File: config.mk
export PLATFORM = sky130hd
export DESIGN_NAME = sorted_list_pool_insert_search_core
export DESIGN_NICKNAME = d
export VERILOG_FILES = /design/src/rtl/slpis_pkg.sv /design/src/rtl/slpis_node_store.sv /design/src/rtl/sorted_list_pool_insert_search_core.sv
export SDC_FILE = /design/constraint.sdc
export NUM_CORES = 1
export LEC_CHECK = 0
export BUFFER_PORTS_ARGS = -buffer_cell sky130_fd_sc_hd__buf_4
export CAP_MARGIN = 20
export CORE_ASPECT_RATIO = 0.9
export CORE_MARGIN = 10
export CORE_UTILIZATION = 50
export CTS_CLUSTER_DIAMETER = 150
export CTS_CLUSTER_SIZE = 10
export DETAILED_ROUTE_END_ITERATION = 7
export MAX_ROUTING_LAYER = met4
export PLACE_DENSITY = 0.73
export SYNTH_ARGS = -nofsm -noshare
export SYNTH_HDL_FRONTEND = slang
export SYNTH_SLANG_ARGS = --single-unit
export TNS_END_PERCENT = 20
File: constraint.sdc
create_clock -name clk -period 7.8 [get_ports clk]
set_input_delay 1.56 -clock clk [delete_from_list [all_inputs] [get_ports clk]]
set_output_delay 1.56 -clock clk [all_outputs]
set_load 0.02 [all_outputs]
File: src/rtl/slpis_pkg.sv
// ----------------------------------------------------------------------------
// Sorted list pool package
// Shared sizes, the nil link code, the command kind codes and the node store
// request and response types.
// ----------------------------------------------------------------------------
package slpis_pkg;

    // Number of nodes in the pool and width of a stored value.
    localparam int POOL_NODES    = 16;
    localparam int VALUE_BITS    = 16;

    // Fixed widths of the port fields.
    localparam int IN_VALUE_BITS = 16;
    localparam int POS_OUT_BITS  = 4;

    // A position addresses the pool; a link also holds the nil code.
    localparam int POS_BITS      = (POOL_NODES > 1) ? $clog2(POOL_NODES) : 1;
    localparam int PTR_BITS      = $clog2(POOL_NODES + 1);

    // The nil link is coded as the pool size.
    localparam logic [PTR_BITS-1:0] NIL_LINK = PTR_BITS'(POOL_NODES);

    // Command kind codes on the kind port.
    localparam logic KIND_INSERT = 1'b0;
    localparam logic KIND_SEARCH = 1'b1;

    // One read of both arrays at the same position, and one write.
    typedef struct packed {
        logic                  rd_en;
        logic [POS_BITS-1:0]   rd_addr;
        logic                  val_wr_en;
        logic                  link_wr_en;
        logic [POS_BITS-1:0]   wr_addr;
        logic [VALUE_BITS-1:0] wr_value;
        logic [PTR_BITS-1:0]   wr_link;
    } mem_req_t;

    // Read data, registered; it appears in the cycle after the request.
    typedef struct packed {
        logic [VALUE_BITS-1:0] rd_value;
        logic [PTR_BITS-1:0]   rd_link;
    } mem_rsp_t;

endpackage

File: src/rtl/slpis_node_store.sv
// ----------------------------------------------------------------------------
// Sorted list node store
// Value and link memories of the node pool, each with one synchronous read
// and one write port.
// ----------------------------------------------------------------------------
module slpis_node_store (
    input  logic                clk,
    input  logic                rst_n,
    input  slpis_pkg::mem_req_t req,
    output slpis_pkg::mem_rsp_t rsp
);

    logic [slpis_pkg::VALUE_BITS-1:0] value_mem [slpis_pkg::POOL_NODES];
    logic [slpis_pkg::PTR_BITS-1:0]   link_mem  [slpis_pkg::POOL_NODES];

    // A link entry that was never written reads as its reset value, the
    // next position up; the last entry thereby reads as nil.
    logic [slpis_pkg::POOL_NODES-1:0] link_valid_reg;
    logic                             rd_valid_reg;
    logic [slpis_pkg::POS_BITS-1:0]   rd_addr_reg;
    logic [slpis_pkg::VALUE_BITS-1:0] rd_value_reg;
    logic [slpis_pkg::PTR_BITS-1:0]   rd_link_reg;

    always_ff @(posedge clk)
    begin
        if (req.val_wr_en)
        begin
            value_mem[req.wr_addr] <= req.wr_value;
        end
        if (req.link_wr_en)
        begin
            link_mem[req.wr_addr] <= req.wr_link;
        end
        if (req.rd_en)
        begin
            rd_value_reg <= value_mem[req.rd_addr];
            rd_link_reg  <= link_mem[req.rd_addr];
        end
    end

    always_ff @(posedge clk or negedge rst_n)
    begin
        if (!rst_n)
        begin
            link_valid_reg <= '0;
            rd_valid_reg   <= 1'b0;
            rd_addr_reg    <= '0;
        end
        else
        begin
            if (req.link_wr_en)
            begin
                link_valid_reg[req.wr_addr] <= 1'b1;
            end
            if (req.rd_en)
            begin
                rd_valid_reg <= link_valid_reg[req.rd_addr];
                rd_addr_reg  <= req.rd_addr;
            end
        end
    end

    assign rsp.rd_value = rd_value_reg;
    assign rsp.rd_link  = rd_valid_reg ? rd_link_reg
                        : slpis_pkg::PTR_BITS'(rd_addr_reg) + 1'b1;

endmodule

File: src/rtl/sorted_list_pool_insert_search_core.sv
// ----------------------------------------------------------------------------
// Sorted list pool insert and search core
// Keeps an ascending singly linked list in a fixed node pool, with a free
// list threaded through the unused nodes, and serves inserts and searches.
// ----------------------------------------------------------------------------
//
// Channel   Direction  Handshake                 Payload
// command   in         start high, busy low      kind, value
// result    out        done strobe, one cycle    found, has_pred, pred_position,
//                                                rejected_full, stored_position,
//                                                list_empty, pool_exhausted
//
// An item walks the list one node per cycle, since the link read from the
// node store is the address of the next read. A search or a refused insert
// gives its result from the decide state; an insert then writes the new node
// and, after a predecessor, relinks the predecessor before its result. A walk
// stops at the end of the list or after POOL_NODES nodes.
// The reset takes effect at once: link entries carry valid bits, so no
// clearing pass is needed. busy stays high until the result is shown, and
// the result cannot be stalled; it is shown for one cycle only.
// ----------------------------------------------------------------------------
module sorted_list_pool_insert_search_core (
    input  logic                                   clk,
    input  logic                                   rst_n,
    input  logic                                   start,
    output logic                                   busy,
    input  logic                                   kind,
    input  logic signed [slpis_pkg::IN_VALUE_BITS-1:0] value,
    output logic                                   done,
    output logic                                   found,
    output logic                                   has_pred,
    output logic [slpis_pkg::POS_OUT_BITS-1:0]     pred_position,
    output logic                                   rejected_full,
    output logic [slpis_pkg::POS_OUT_BITS-1:0]     stored_position,
    output logic                                   list_empty,
    output logic                                   pool_exhausted
);

    localparam int STEP_BITS = $clog2(slpis_pkg::POOL_NODES + 1);

    typedef enum logic [2:0] {
        ST_IDLE,
        ST_WALK,
        ST_DECIDE,
        ST_LINK_SLOT,
        ST_LINK_PRED
    } state_t;

    // The command value cut or sign extended to the stored width.
    function automatic logic [slpis_pkg::VALUE_BITS-1:0] fit_value(
        input logic [slpis_pkg::IN_VALUE_BITS-1:0] raw
    );
        logic [slpis_pkg::VALUE_BITS-1:0] r;
        r = '0;
        for (int i = 0; i < slpis_pkg::VALUE_BITS; i++)
        begin
            r[i] = raw[(i < slpis_pkg::IN_VALUE_BITS) ? i : slpis_pkg::IN_VALUE_BITS - 1];
        end
        return r;
    endfunction

    // A pool position shown on a 4-bit field.
    function automatic logic [slpis_pkg::POS_OUT_BITS-1:0] out_pos(
        input logic [slpis_pkg::POS_BITS-1:0] p
    );
        logic [slpis_pkg::POS_OUT_BITS-1:0] r;
        r = '0;
        for (int i = 0; i < slpis_pkg::POS_OUT_BITS; i++)
        begin
            r[i] = (i < slpis_pkg::POS_BITS) ? p[(i < slpis_pkg::POS_BITS) ? i : 0] : 1'b0;
        end
        return r;
    endfunction

    slpis_pkg::mem_req_t mem_req;
    slpis_pkg::mem_rsp_t mem_rsp;

    state_t                                state_reg, state_next;
    logic                                  kind_reg, kind_next;
    logic signed [slpis_pkg::VALUE_BITS-1:0] item_reg, item_next;
    logic [slpis_pkg::PTR_BITS-1:0]        cur_reg, cur_next;
    logic [slpis_pkg::POS_BITS-1:0]        pred_reg, pred_next;
    logic                                  has_pred_reg, has_pred_next;
    logic                                  found_reg, found_next;
    logic [STEP_BITS-1:0]                  steps_reg, steps_next;
    logic [slpis_pkg::PTR_BITS-1:0]        list_head_reg, list_head_next;
    logic [slpis_pkg::PTR_BITS-1:0]        free_head_reg, free_head_next;
    logic [slpis_pkg::POS_BITS-1:0]        slot_reg, slot_next;

    logic                                  done_reg, done_next;
    logic                                  found_out_reg, found_out_next;
    logic                                  has_pred_out_reg, has_pred_out_next;
    logic [slpis_pkg::POS_OUT_BITS-1:0]    pred_pos_reg, pred_pos_next;
    logic                                  rejected_reg, rejected_next;
    logic [slpis_pkg::POS_OUT_BITS-1:0]    stored_pos_reg, stored_pos_next;
    logic                                  list_empty_reg, list_empty_next;
    logic                                  pool_exh_reg, pool_exh_next;

    logic signed [slpis_pkg::VALUE_BITS-1:0] node_val;
    logic [slpis_pkg::PTR_BITS-1:0]        node_link;
    logic [STEP_BITS-1:0]                  steps_inc;

    assign node_val  = mem_rsp.rd_value;
    assign node_link = mem_rsp.rd_link;
    assign steps_inc = steps_reg + 1'b1;

    always_comb
    begin
        state_next        = state_reg;
        kind_next         = kind_reg;
        item_next         = item_reg;
        cur_next          = cur_reg;
        pred_next         = pred_reg;
        has_pred_next     = has_pred_reg;
        found_next        = found_reg;
        steps_next        = steps_reg;
        list_head_next    = list_head_reg;
        free_head_next    = free_head_reg;
        slot_next         = slot_reg;
        done_next         = 1'b0;
        found_out_next    = found_out_reg;
        has_pred_out_next = has_pred_out_reg;
        pred_pos_next     = pred_pos_reg;
        rejected_next     = rejected_reg;
        stored_pos_next   = stored_pos_reg;
        list_empty_next   = list_empty_reg;
        pool_exh_next     = pool_exh_reg;

        mem_req            = '0;

        unique case (state_reg)
            ST_IDLE:
            begin
                if (start)
                begin
                    kind_next     = kind;
                    item_next     = fit_value(value);
                    cur_next      = list_head_reg;
                    has_pred_next = 1'b0;
                    pred_next     = '0;
                    found_next    = 1'b0;
                    steps_next    = '0;
                    if (list_head_reg < slpis_pkg::NIL_LINK)
                    begin
                        mem_req.rd_en   = 1'b1;
                        mem_req.rd_addr = list_head_reg[slpis_pkg::POS_BITS-1:0];
                        state_next      = ST_WALK;
                    end
                    else
                    begin
                        state_next = ST_DECIDE;
                    end
                end
            end

            ST_WALK:
            begin
                // The node at cur_reg has just been read.
                if (node_val >= item_reg)
                begin
                    found_next = (node_val == item_reg);
                    state_next = ST_DECIDE;
                end
                else
                begin
                    pred_next     = cur_reg[slpis_pkg::POS_BITS-1:0];
                    has_pred_next = 1'b1;
                    cur_next      = node_link;
                    steps_next    = steps_inc;
                    if (node_link < slpis_pkg::NIL_LINK
                        && steps_inc < STEP_BITS'(slpis_pkg::POOL_NODES))
                    begin
                        mem_req.rd_en   = 1'b1;
                        mem_req.rd_addr = node_link[slpis_pkg::POS_BITS-1:0];
                    end
                    else
                    begin
                        state_next = ST_DECIDE;
                    end
                end
            end

            ST_DECIDE:
            begin
                found_out_next    = found_reg;
                has_pred_out_next = has_pred_reg;
                pred_pos_next     = has_pred_reg ? out_pos(pred_reg) : '0;
                stored_pos_next   = '0;
                list_empty_next   = (list_head_reg >= slpis_pkg::NIL_LINK);
                pool_exh_next     = (free_head_reg >= slpis_pkg::NIL_LINK);
                rejected_next     = 1'b0;
                if (kind_reg == slpis_pkg::KIND_INSERT
                    && free_head_reg < slpis_pkg::NIL_LINK)
                begin
                    // Fetch the link of the free head to find the next free node.
                    slot_next       = free_head_reg[slpis_pkg::POS_BITS-1:0];
                    mem_req.rd_en   = 1'b1;
                    mem_req.rd_addr = free_head_reg[slpis_pkg::POS_BITS-1:0];
                    state_next      = ST_LINK_SLOT;
                end
                else
                begin
                    rejected_next = (kind_reg == slpis_pkg::KIND_INSERT);
                    done_next     = 1'b1;
                    state_next    = ST_IDLE;
                end
            end

            ST_LINK_SLOT:
            begin
                free_head_next     = node_link;
                mem_req.val_wr_en  = 1'b1;
                mem_req.link_wr_en = 1'b1;
                mem_req.wr_addr    = slot_reg;
                mem_req.wr_value   = item_reg;
                mem_req.wr_link    = has_pred_reg ? cur_reg : list_head_reg;
                stored_pos_next    = out_pos(slot_reg);
                pool_exh_next      = (node_link >= slpis_pkg::NIL_LINK);
                if (has_pred_reg)
                begin
                    state_next = ST_LINK_PRED;
                end
                else
                begin
                    list_head_next  = slpis_pkg::PTR_BITS'(slot_reg);
                    list_empty_next = 1'b0;
                    done_next       = 1'b1;
                    state_next      = ST_IDLE;
                end
            end

            ST_LINK_PRED:
            begin
                mem_req.link_wr_en = 1'b1;
                mem_req.wr_addr    = pred_reg;
                mem_req.wr_link    = slpis_pkg::PTR_BITS'(slot_reg);
                list_empty_next    = 1'b0;
                done_next          = 1'b1;
                state_next         = ST_IDLE;
            end

            default:
            begin
                state_next = ST_IDLE;
            end
        endcase
    end

    always_ff @(posedge clk or negedge rst_n)
    begin
        if (!rst_n)
        begin
            state_reg        <= ST_IDLE;
            kind_reg         <= 1'b0;
            item_reg         <= '0;
            cur_reg          <= slpis_pkg::NIL_LINK;
            pred_reg         <= '0;
            has_pred_reg     <= 1'b0;
            found_reg        <= 1'b0;
            steps_reg        <= '0;
            list_head_reg    <= slpis_pkg::NIL_LINK;
            free_head_reg    <= '0;
            slot_reg         <= '0;
            done_reg         <= 1'b0;
            found_out_reg    <= 1'b0;
            has_pred_out_reg <= 1'b0;
            pred_pos_reg     <= '0;
            rejected_reg     <= 1'b0;
            stored_pos_reg   <= '0;
            list_empty_reg   <= 1'b1;
            pool_exh_reg     <= 1'b0;
        end
        else
        begin
            state_reg        <= state_next;
            kind_reg         <= kind_next;
            item_reg         <= item_next;
            cur_reg          <= cur_next;
            pred_reg         <= pred_next;
            has_pred_reg     <= has_pred_next;
            found_reg        <= found_next;
            steps_reg        <= steps_next;
            list_head_reg    <= list_head_next;
            free_head_reg    <= free_head_next;
            slot_reg         <= slot_next;
            done_reg         <= done_next;
            found_out_reg    <= found_out_next;
            has_pred_out_reg <= has_pred_out_next;
            pred_pos_reg     <= pred_pos_next;
            rejected_reg     <= rejected_next;
            stored_pos_reg   <= stored_pos_next;
            list_empty_reg   <= list_empty_next;
            pool_exh_reg     <= pool_exh_next;
        end
    end

    slpis_node_store u_node_store (
        .clk   (clk),
        .rst_n (rst_n),
        .req   (mem_req),
        .rsp   (mem_rsp)
    );

    assign busy            = (state_reg != ST_IDLE);
    assign done            = done_reg;
    assign found           = found_out_reg;
    assign has_pred        = has_pred_out_reg;
    assign pred_position   = pred_pos_reg;
    assign rejected_full   = rejected_reg;
    assign stored_position = stored_pos_reg;
    assign list_empty      = list_empty_reg;
    assign pool_exhausted  = pool_exh_reg;

`ifndef SYNTHESIS
    // Every item passes at least the idle and decide states, so results never come back to back.
    a_done_single: assert property (@(posedge clk) disable iff (!rst_n)
        done |=> !done)
        else $error("result strobe held for two cycles");

    // The core leaves its busy phase only by delivering a result.
    a_busy_ends_in_result: assert property (@(posedge clk) disable iff (!rst_n)
        $fell(busy) |-> done)
        else $error("busy dropped without a result");

    // A command transfer always starts a busy phase.
    a_start_sets_busy: assert property (@(posedge clk) disable iff (!rst_n)
        (start && !busy) |=> busy)
        else $error("command transfer did not start work");

    // A refused insert happens only with an exhausted pool and stores nothing.
    a_reject_consistent: assert property (@(posedge clk) disable iff (!rst_n)
        (done && rejected_full) |-> (pool_exhausted && stored_position == '0))
        else $error("refused insert with free nodes or a stored position");

    // Without a predecessor the position field reads as zero.
    a_pred_zero: assert property (@(posedge clk) disable iff (!rst_n)
        (done && !has_pred) |-> (pred_position == '0))
        else $error("predecessor position set without a predecessor");
`endif

endmodule

==> impl_results.md, run 1 <==
* Status: complete, no violations
* Adder-Cell Fraction of Synth Area at 0.0121
* GRT Overall Usage at 0.198
* Sw Share at 0.360
* Reg power frac at 0.388
* Max-cap violations at 0
* Max reg flops at roughly 260
* Ys flop type: edfxtp_1
* FF-to-FF path depth at 12
* Worst path most repeated cell: buf_4
* Critical path launch point type: flop
* Largest regs: u_node_store.value_mem x256, u_node_store.link_mem x80
* Post-route minimum period at roughly 5.3 ns
* Power density cells at roughly 380 nW/um^2
* FF-to-FF Start: u_node_store.rd_value_reg[9]
* Antenna violations before repair at 0
* Post-synthesis compound-gate area fraction at 0.114
* RSZ-0062 raised after global routing: false
* Clk buf depth at 3
* Worst VDD drop at approximately 240 uV
* Starting DRT DRC Count at 1338
* Antenna-violating nets left at 0
* Core Area at roughly 36000 um^2
* Fin cells at ~1900
* H-tree Lvls at 2
* Congestion Overflow GR at 0
* Top cells by area, synth: edfxtp_1 (58%), dfrtp_1 (11%), mux2_2 (3.4%)
* Synth warn at 0
* Root Driver: clkbuf_16
* Final #Nets at 1440
* Drt first pass iters at 8
* Largest net degree at the start of global routing at 86
* Slowest CP cell: buf_4
* Count leader, synth: edfxtp_1
* DR WL/cell at about 24 um
* Combinational power share at 0.354
* Max-slew headroom at 0.252
* Top reg by flops: u_node_store.value_mem
* Switching power at 2.90 mW
* First-pass GRT wire length at 68.6 mm
* Crit path required time at 8.09 ns
* Placed cell area at 19400 um^2
* Max-slew violation count at 0
* Design area at 20900 um^2
* Cell count after synthesis at between 1000 and 1500
* Cell chain of the critical path: ha_1 > a21oi_1 > nand2b_1 > o211ai_1 > nand4_1 > and3_1 > buf_4 > nor2_8 > buf_4 > mux2_2 > a2111oi_2 > a32oi_1
* Post-synthesis simple-gate area fraction at 0.0836
* Critical Path End Type: flop
* CTS Sinks at 442
* Clk pwr share at 0.257
* Dpl hpwl at approximately 27 mm
* Vias at between 10000 and 15000
* Die height at 203 um
* Vias in the first global route at 11300
* Post-synth EDFFs at between 300 and 400
* Critical Path Fanout Max at between 50 and 60
* Flop-to-flop setup slack at 2.52 ns
* Final Hold Viols at 0
* CTS tree: yes
* CP arrival at 5.57 ns
* Top cell type's share of synthesized area at 0.576
* Mux cell area share after synthesis at 0.0715
* List of most frequent post-synthesis cells: edfxtp_1 (357), nand2_1 (136), o21ai_0 (117)
* Critical path class: reg -> reg
* Post-CTS setup buffer count at 0
* Placed Cells at 1818
* TritonCTS buffer count at 50
* Top-level port count at 35
* Synthesized flop and latch total at between 400 and 500
* Yosys cell types at between 60 and 70
* Leakage power at 7.96 nW
* CP peak stage delay at ~0.82 ns
* GPL Wtd Cong at 0.860
* Combinational family with the most area after synthesis: compound AO/OA/AOI/OAI gates
* Hold_ws at roughly 0.46 ns
* Leading area contributor after synthesis: edfxtp_1
* Setup TNS at 0 ns
* Worst Tran Pin Value at 1.12 ns
* Initial Utilization at 0.511
* Reg clk slew, reported paths at roughly 0.06 ns
* Post-Syn Nets at ~1400
* Syn Std Cell Area at 18600 um^2
* Area growth, synth to finish at 12.5%
* Post-Synth XOR/XNOR Area at 0.00141
* Final setup fails at 0
* Port Buffers at 34
* Resize count post-CTS at 0
* Crit path from: u_node_store.rd_value_reg[9]
* Row Count at 66
* Fmax at roughly 190 MHz
* # hold bufs at CTS at 0
* Die X at 223 um
* Register area share after synthesis at 0.690
* Int Power at about 5.2 mW
* Syn Area/Cell at about 14 um^2
* Hold Startpoint: u_node_store.link_valid_reg[10]
* RR Endpoint: u_node_store.rd_value_reg[1]
* DRC viols at 0
* Diode count at 0
* Final period utilization at 0.676
* Final wirelength at roughly 45 mm
* Post-synth ARST share at 0.192
* Vias per cell at around 6.2
* Die Area at roughly 45000 um^2
* Tightest Hold Check Type: reg -> reg
* Clock skew at roughly 0.020 ns
* Clock Latency Late Sink at between 0.5 and 0.6 ns
* Share of layout cells above drive strength 1 at 0.163
* Crit path capture: u_node_store.rd_value_reg[1]
[routing by layer]
layer	share of wire	routed length, um	GRT usage
met1	0.42	19100	0.271
met2	0.45	20500	0.295
met3	0.10	4560	0.0435
met5	0	0	-
met4	0.020	898	0.0514
[power groups by stage]
stage | clock network (mW) | logic [mW] | registers [mW]
2_1_floorplan | 0 | 1.96 | 3.10
3_3_place_gp | 0 | 2.73 | 3.16
3_5_place_dp | 0 | 2.80 | 3.17
4_1_cts | 2.10 | 2.82 | 3.12
5_1_grt | 2.19 | 3.10 | 3.15
6_report | 2.07 | 2.86 | 3.13
[worst min-delay path by stage]
| stage | to | slack [ns] | cells past startpoint |
|---|---|---|---|
| 6_report | u_node_store.link_valid_reg[10] | 0.46 | 2 |
| 5_1_grt | u_node_store.link_valid_reg[0] | 0.48 | 1 |
| 4_1_cts | u_node_store.link_valid_reg[10] | 0.46 | 2 |
| 3_3_place_gp | u_node_store.link_valid_reg[10] | 0.43 | 2 |
| 2_1_floorplan | u_node_store.link_valid_reg[10] | 0.41 | 2 |
| 3_5_place_dp | u_node_store.link_valid_reg[10] | 0.44 | 2 |
[area by class of cell]
| type | instances | area (um^2) |
|---|---|---|
| inverter | 36 | 135 |
| clock buffer | 78 | 1380 |
| timing repair buffer | 81 | 628 |
| tap | 476 | 596 |
| multi-input combinational | 791 | 5320 |
| clock inverter | 3 | 37.5 |
| sequential | 442 | 12900 |
| fill | 2765 | 15500 |
[critical path, delay by kind of cell, from the launching register on]
| family | cells | cell delay, ns |
|---|---|---|
| AOI/OAI and AO/OA | 4 | 1.16 |
| and+or+nand+nor | 4 | 1.52 |
| DFF | 1 | 0.41 |
| adders and majority gates | 1 | 0.36 |
| buffers and inverters | 2 | 1.05 |
| muxes | 1 | 0.44 |
[layout by cell type, fill, tap and decap left out, types with 3 or more instances in the layout]
cell type,count
a2111oi_2,17
a211oi_1,24
a21o_1,3
a21oi_1,78
a22o_1,4
a32oi_1,21
and2_1,4
and3_1,12
buf_4,79
clkbuf_1,27
clkbuf_16,51
dfrtp_1,82
dfstp_2,3
edfxtp_1,357
ha_1,18
inv_1,36
mux2_1,16
mux2_2,56
mux2i_1,49
nand2_1,136
nand2b_1,14
nand3_1,76
nand4_1,9
nor2_1,52
nor2b_1,3
o21ai_0,117
o22a_1,23
o22ai_1,4
o32ai_1,3
or2_2,5
[kinds of logic (layout without fill, tap and decap cells)]
kind of cell,Yosys count,in the layout
multiplexers,123,123
adder cells (fa/ha/maj),18,18
AND/OR/NAND/NOR,327,327
XOR/XNOR,3,3
flip-flops,442,442
buffers and inverters,117,198
AO/OA/AOI/OAI,320,320
[metrics by stage]
step,worst slack [ns],util,power (mW)
after global placement,2.33,0.534,5.89
after detailed placement,2.22,0.534,5.96
final,2.52,0.575,8.06
after CTS,2.58,0.573,8.04
after global routing,2.25,0.575,8.44
after floorplan,4.15,-,5.06
Power figures use the tool's default switching activity.
==> run 2: changes to the inputs <==
clock period = 5.2 ns   (was 7.8 ns; I/O delays follow)
==> run 2 against run 1 <==
  * Combinational power rose by 53%
  * Sequential power rose by 50%
  * First-iteration DRC count fell by 6.3%
  * Sequential share of layout area fell by 0.45 points
  * Sequential cell count did not move
  * Final cell count rose by 0.89%
  * Power rose by 51%
  * Critical path depth did not move
  * Die area did not move
  * Via count rose by 0.12%
  * Worst hold slack improved by 0.0067 ns
  * Largest cell class unchanged
  * Largest power group unchanged
==> impl_results.md, run 2 (synthesized netlist as in run 1, its figures left out) <==
* Critical path class: reg -> reg
* Metal2 WL at around 20 mm
* Starting DRT DRC Count at approximately 1300
* Critical Path Fanout Max at 23
* Tightest Hold Check Type: reg -> reg
* Row Count at 66
* Max-cap violations at 0
* Final wirelength at around 45 mm
* Resize count post-CTS at 0
* # hold bufs at CTS at 0
* TritonCTS buffer count at 50
* First-pass GRT wire length at between 60 and 70 mm
* Fmax at around 220 MHz
* Reg clk slew, reported paths at ~0.060 ns
* Clk buf depth at 3
* Crit path required time at about 5.5 ns
* CTS tree: yes
* Clock Latency Late Sink at around 0.56 ns
* Top delay family on crit path: compound AO/OA/AOI/OAI gates
* Placed cell area at roughly 20000 um^2
* Clock skew at 0.0220 ns
* Most frequent cells in the layout: edfxtp_1 (357), nand2_1 (136), o21ai_0 (117)
* Final setup fails at 0
* Final core occ at 0.579
* CP Buf/Inv Count at 2
* Top-level port count at 35
* Largest regs: u_node_store.value_mem x256, u_node_store.link_mem x80
* Max-slew violation count at 0
* Max-slew headroom at 0.253
* Share of layout cells above drive strength 1 at 0.171
* DRC viols at 0
* Core Area at 36400 um^2
* Max reg flops at around 260
* WL met1 at 19.0 mm
* Post-route minimum period at about 4.6 ns
* Final period utilization at 0.878
* Commonest non-fill, non-tap cell in the layout: edfxtp_1
* Die X at around 220 um
* Critical path launch point type: flop
* Top reg by flops: u_node_store.value_mem
* Worst VDD drop at between 300 and 400 uV
* Setup TNS at 0 ns
* H-tree Lvls at 2
* Root Driver: clkbuf_16
* Antenna-violating nets left at 0
* Pre-CTS WS at roughly 0.88 ns
* Area growth, synth to finish at 13.3%
* Leakage power at approximately 8 nW
* Status: complete, no violations
* Highest metal layer with signal wires: met4
* Port Buffers at 34
* GPL Wtd Cong at approximately 0.86
* Vias in the first global route at ~11000
* CP peak stage delay at 0.75 ns
* Largest net degree at the start of global routing at 47
* Dpl hpwl at 28.1 mm
* Initial Utilization at 0.511
* Final Hold Viols at 0
* Cell chain of the critical path: ha_1 > a21oi_1 > nand2b_1 > o211ai_1 > nand4_1 > and3_1 > buf_4 > o22ai_2 > buf_4 > a21oi_1 > a2111oi_0 > a32oi_1
* DR WL/cell at roughly 23 um
* Design area at ~21000 um^2
* Die height at between 200 and 250 um
* RSZ-0062 raised after global routing: false
* Final #Nets at 1455
* # fillers at roughly 2800
* Post-CTS setup buffer count at 0
* Congestion Overflow GR at 0
* Worst Slack Setup Final at 0.634 ns
* Routed wl met3 at between 4 and 5 mm
* Die Area at 45400 um^2
* Critical Path End Type: flop
* CTS Sinks at ~440
* Vias at 11800
* CP arrival at 4.82 ns
* Slowest CP cell: a2111oi_0
* GRT Overall Usage at 0.200
* Vias per cell at just over 6
* Worst Tran Pin Value at approximately 1.1 ns
* Drt first pass iters at 5
* Antenna violations before repair at 2
* Power density cells at ~580 nW/um^2
==> run 2: cell types whose count changed in the layout (fill, tap and decap cells not counted) <==
cell      change
buf_4         +9
clkbuf_8      +3
buf_12        +2
buf_6         +2
clkbuf_1      +2
clkbuf_4      -1
diode_2       +1
inv_16        -1
==> run 2: final cells by class <==
class / instances / area, um^2 / share of cell area
clock buffer: 80 / 1390 / 0.0657
timing repair buffer: 96 / 792 / 0.0375
tap: 476 / 596 / 0.0282
sequential: 442 / 12900 / 0.609
inverter: 36 / 135 / 0.00641
clock inverter: 2 / 17.5 / 0.000830
multi-input combinational: 791 / 5320 / 0.252
antenna: 1 / 2.50 / 0.000119
==> run 2: worst paths after layout <==
kind	startpoint	to	slack, ns	cells past startpoint
setup / recovery	u_node_store.rd_value_reg[9]	u_node_store.rd_link_reg[4]	0.63	12
hold / removal	u_node_store.link_valid_reg[0]	u_node_store.link_valid_reg[0]	0.46	1
setup reg to reg	u_node_store.rd_value_reg[9]	u_node_store.rd_link_reg[4]	0.63	12
hold reg to reg	u_node_store.link_valid_reg[0]	u_node_store.link_valid_reg[0]	0.46	1
max in group asynchronous	rst_n	u_node_store.link_valid_reg[4]	3.75	2
min in group asynchronous	rst_n	pred_reg[2]	0.49	1
==> run 2: power breakdown <==
| group | switching (mW) | total [mW] | internal (mW) |
|---|---|---|---|
| Sequential | 0.297 | 4.70 | 4.41 |
| Clock | 1.29 | 3.09 | 1.80 |
| Combinational | 2.77 | 4.39 | 1.63 |
| Total | 4.35 | 12.2 | 7.83 |
==> run 2: worst reg2reg max path, cell delays in order, from the launching register on <==
cell	delay, ns
edfxtp_1	0.44
ha_1	0.37
a21oi_1	0.20
nand2b_1	0.09
o211ai_1	0.37
nand4_1	0.36
and3_1	0.37
buf_4	0.25
o22ai_2	0.65
buf_4	0.28
a21oi_1	0.04
a2111oi_0	0.75
a32oi_1	0.10
==> run 2: layer usage <==
layer,vias to the layer above,GRT usage
met3,61,0.0511
met5,-,-
li1,5264,-
met2,589,0.295
met1,5911,0.268
met4,0,0.0588
==> run 2: per-stage QoR <==
stage / instances / hold slack, ns / total power, mW
floorplan: 1350 / 0.412 / 7.59
global placement: 1829 / 0.429 / 8.93
detailed placement: 1830 / 0.447 / 9.04
CTS: 1912 / 0.466 / 12.2
global route: 1924 / 0.476 / 12.8
finish: 1924 / 0.464 / 12.2
==> run 3: changes to the inputs <==
ABC_AREA = 1   (was not set)
CORE_UTILIZATION = 35   (was 50)
PLACE_DENSITY = 0.57   (was 0.73)
==> run 3 against run 2 <==
  * Worst setup slack better by 0.64 ns
  * Highest routed layer unchanged
  * Register-to-register slack better by 0.64 ns
  * Global-route usage shrank 4.5 points
  * Design area increased by 0.26%
  * Critical endpoint is now u_node_store.rd_value_reg[8]
==> impl_results.md, run 3 <==
* Share of layout cells above drive strength 1 at 0.111
* Ys flop type: edfxtp_1
* GR peak layer: met2
* DRC viols at 0
* RSZ-0062 raised after global routing: false
* List of most frequent post-synthesis cells: edfxtp_1 (357), nand2_1 (237), nor2_1 (153)
* Critical path launch point type: flop
* Root Driver: clkbuf_16
* Max-slew headroom at 0.285
* Resize count post-CTS at 0
* Final wirelength at approximately 48 mm
* Leading area contributor after synthesis: edfxtp_1
* GR Layer Usage met3 at 0.0253
* Cell count after synthesis at approximately 1600
* Post-route minimum period at roughly 3.9 ns
* Status: complete, no violations
* Post-synth ARST share at 0.192
* Clk buf depth at 3
* Count leader, synth: edfxtp_1
* Top-level port count at 35
* Initial Utilization at 0.352
* Met2 usage at 0.243
* Post-CTS setup buffer count at 0
* Antenna violations before repair at 0
* Final Hold Viols at 0
* Final period utilization at 0.755
* Synthesized flop and latch total at between 400 and 500
* Diode count at 0
* GR Layer Usage met1 at 0.204
* Final core occ at 0.401
* Antenna-violating nets left at 0
* Largest regs: u_node_store.value_mem x256, u_node_store.link_mem x80
* Vias in the first global route at around 12000
* Synth warn at 0
* Die Area at around 63000 um^2
* Die X at roughly 260 um
* Max-cap violations at 0
* Max reg flops at ~260
* Yosys cell types at 46
* Die height at about 240 um
* Syn Std Cell Area at ~19000 um^2
* Leakage power at 7.84 nW
* Critical Path Fanout Max at 24
* Final #Nets at 1666
* Worst Tran Pin Value at about 1.1 ns
* Register area share after synthesis at 0.692
* Critical path class: reg -> reg
* Post-Syn Nets at ~1600
* Post-synth EDFFs at roughly 360
* CTS Sinks at 442
* Clock skew at 0.0200 ns
* Critical Path End Type: flop
* Most frequent cells in the layout: edfxtp_1 (357), nand2_1 (235), nor2_1 (143)
* Top reg by flops: u_node_store.value_mem
* Row Count at 80
* Dpl hpwl at 27.6 mm
* Area growth, synth to finish at 13.9%
* CTS tree: yes
* Max-slew violation count at 0
* Top cell type's share of synthesized area at 0.577
* Reg clk slew, reported paths at ~0.06 ns
* Clock Latency Late Sink at 0.57 ns
* Commonest non-fill, non-tap cell in the layout: edfxtp_1
* # fillers at approximately 5000
* Starting DRT DRC Count at 997
* FF-to-FF path depth at 19
* DR WL/cell at 20.2 um
* Setup TNS at 0 ns
* Tightest Hold Check Type: reg -> reg
* GRT Overall Usage at 0.155
* Worst VDD drop at 334 uV
* Largest net degree at the start of global routing at 150
* Drt first pass iters at 6
* Core Area at between 50000 and 60000 um^2
* First-pass GRT wire length at between 70 and 80 mm
* Final setup fails at 0
* # hold bufs at CTS at 0
* GPL Wtd Cong at ~0.82
* Vias per cell at 5.10
* Fmax at 255 MHz
* H-tree Lvls at 2
* Syn Area/Cell at roughly 12 um^2
* TritonCTS buffer count at 50
* Vias at between 10000 and 15000
* Top cells by area, synth: edfxtp_1 (58%), dfrtp_1 (11%), nand2_1 (4.8%)
* Port Buffers at 34
* Crit path required time at 5.63 ns
* Congestion Overflow GR at 0
* Hold Path Depth at 2
* CP arrival at 4.35 ns
* Power density cells at between 500 and 600 nW/um^2
run 3: stage by stage:
step	hold WS [ns]	cells	area (um^2)	worst slack (ns)	power, mW
finish	0.457	2365	21100	1.28	12.1
global route	0.476	2365	21100	0.966	12.9
CTS	0.454	2360	21100	1.21	12.2
detailed placement	0.440	2268	19700	1.25	9.02
global placement	0.436	2268	19700	1.36	8.97
floorplan	0.423	1584	18600	2.23	7.72
run 3: cells by family after synthesis:
group / share of synthesized area
AOI/OAI and AO/OA: 0.101
xor gates and xnor gates: 0.00142
adders and majority gates: 0.0121
buffers and inverters: 0.0507
DFF: 0.692
and+or+nand+nor: 0.143
run 3: path summary, 6_finish.rpt:
kind / start / to / slack [ns]
worst max-delay path: item_reg[15] / u_node_store.rd_value_reg[8] / 1.28
worst min-delay path: u_node_store.link_valid_reg[8] / u_node_store.link_valid_reg[8] / 0.46
worst max register to register: item_reg[15] / u_node_store.rd_value_reg[8] / 1.28
worst min register to register: u_node_store.link_valid_reg[8] / u_node_store.link_valid_reg[8] / 0.46
max in group asynchronous: rst_n / cur_reg[4] / 3.69
min in group asynchronous: rst_n / done / 0.54
run 3: critical path, stage by stage, from the launching register on:
cell and delay [ns]:
dfrtp_1 0.36, inv_1 0.09, ha_1 0.28, nand2_1 0.11, nor2_1 0.06, nand2_1 0.08, nor2_1 0.04, nand2_1 0.19
inv_1 0.07, a21oi_1 0.26, nand3_1 0.44, inv_2 0.21, nand2_1 0.10, nor2_1 0.12, nor2_2 0.04, buf_4 0.26
inv_1 0.56, buf_4 0.32, nand3_1 0.09, nand2_1 0.07
run 3: cell type report:
type                    instances  area, um^2  share of cell area
multi-input cells             920        4880               0.231
inverters                     143         546              0.0258
clock inverters                 4        42.5             0.00201
repair buffers                 71         568              0.0269
well taps                     697         872              0.0412
flip-flops and latches        442       12900               0.608
clock buffers                  88        1390              0.0659
run 3: routing by layer:
metal | part of all wire | vias up
met1 | 0.45 | 5984
met4 | 0.025 | 0
li1 | - | 5646
met2 | 0.47 | 339
met5 | 0 | -
met3 | 0.058 | 89
run 3: power breakdown:
group,switching (mW),internal (mW)
Combinational,3.04,1.32
Sequential,0.188,4.40
Clock,1.36,1.81
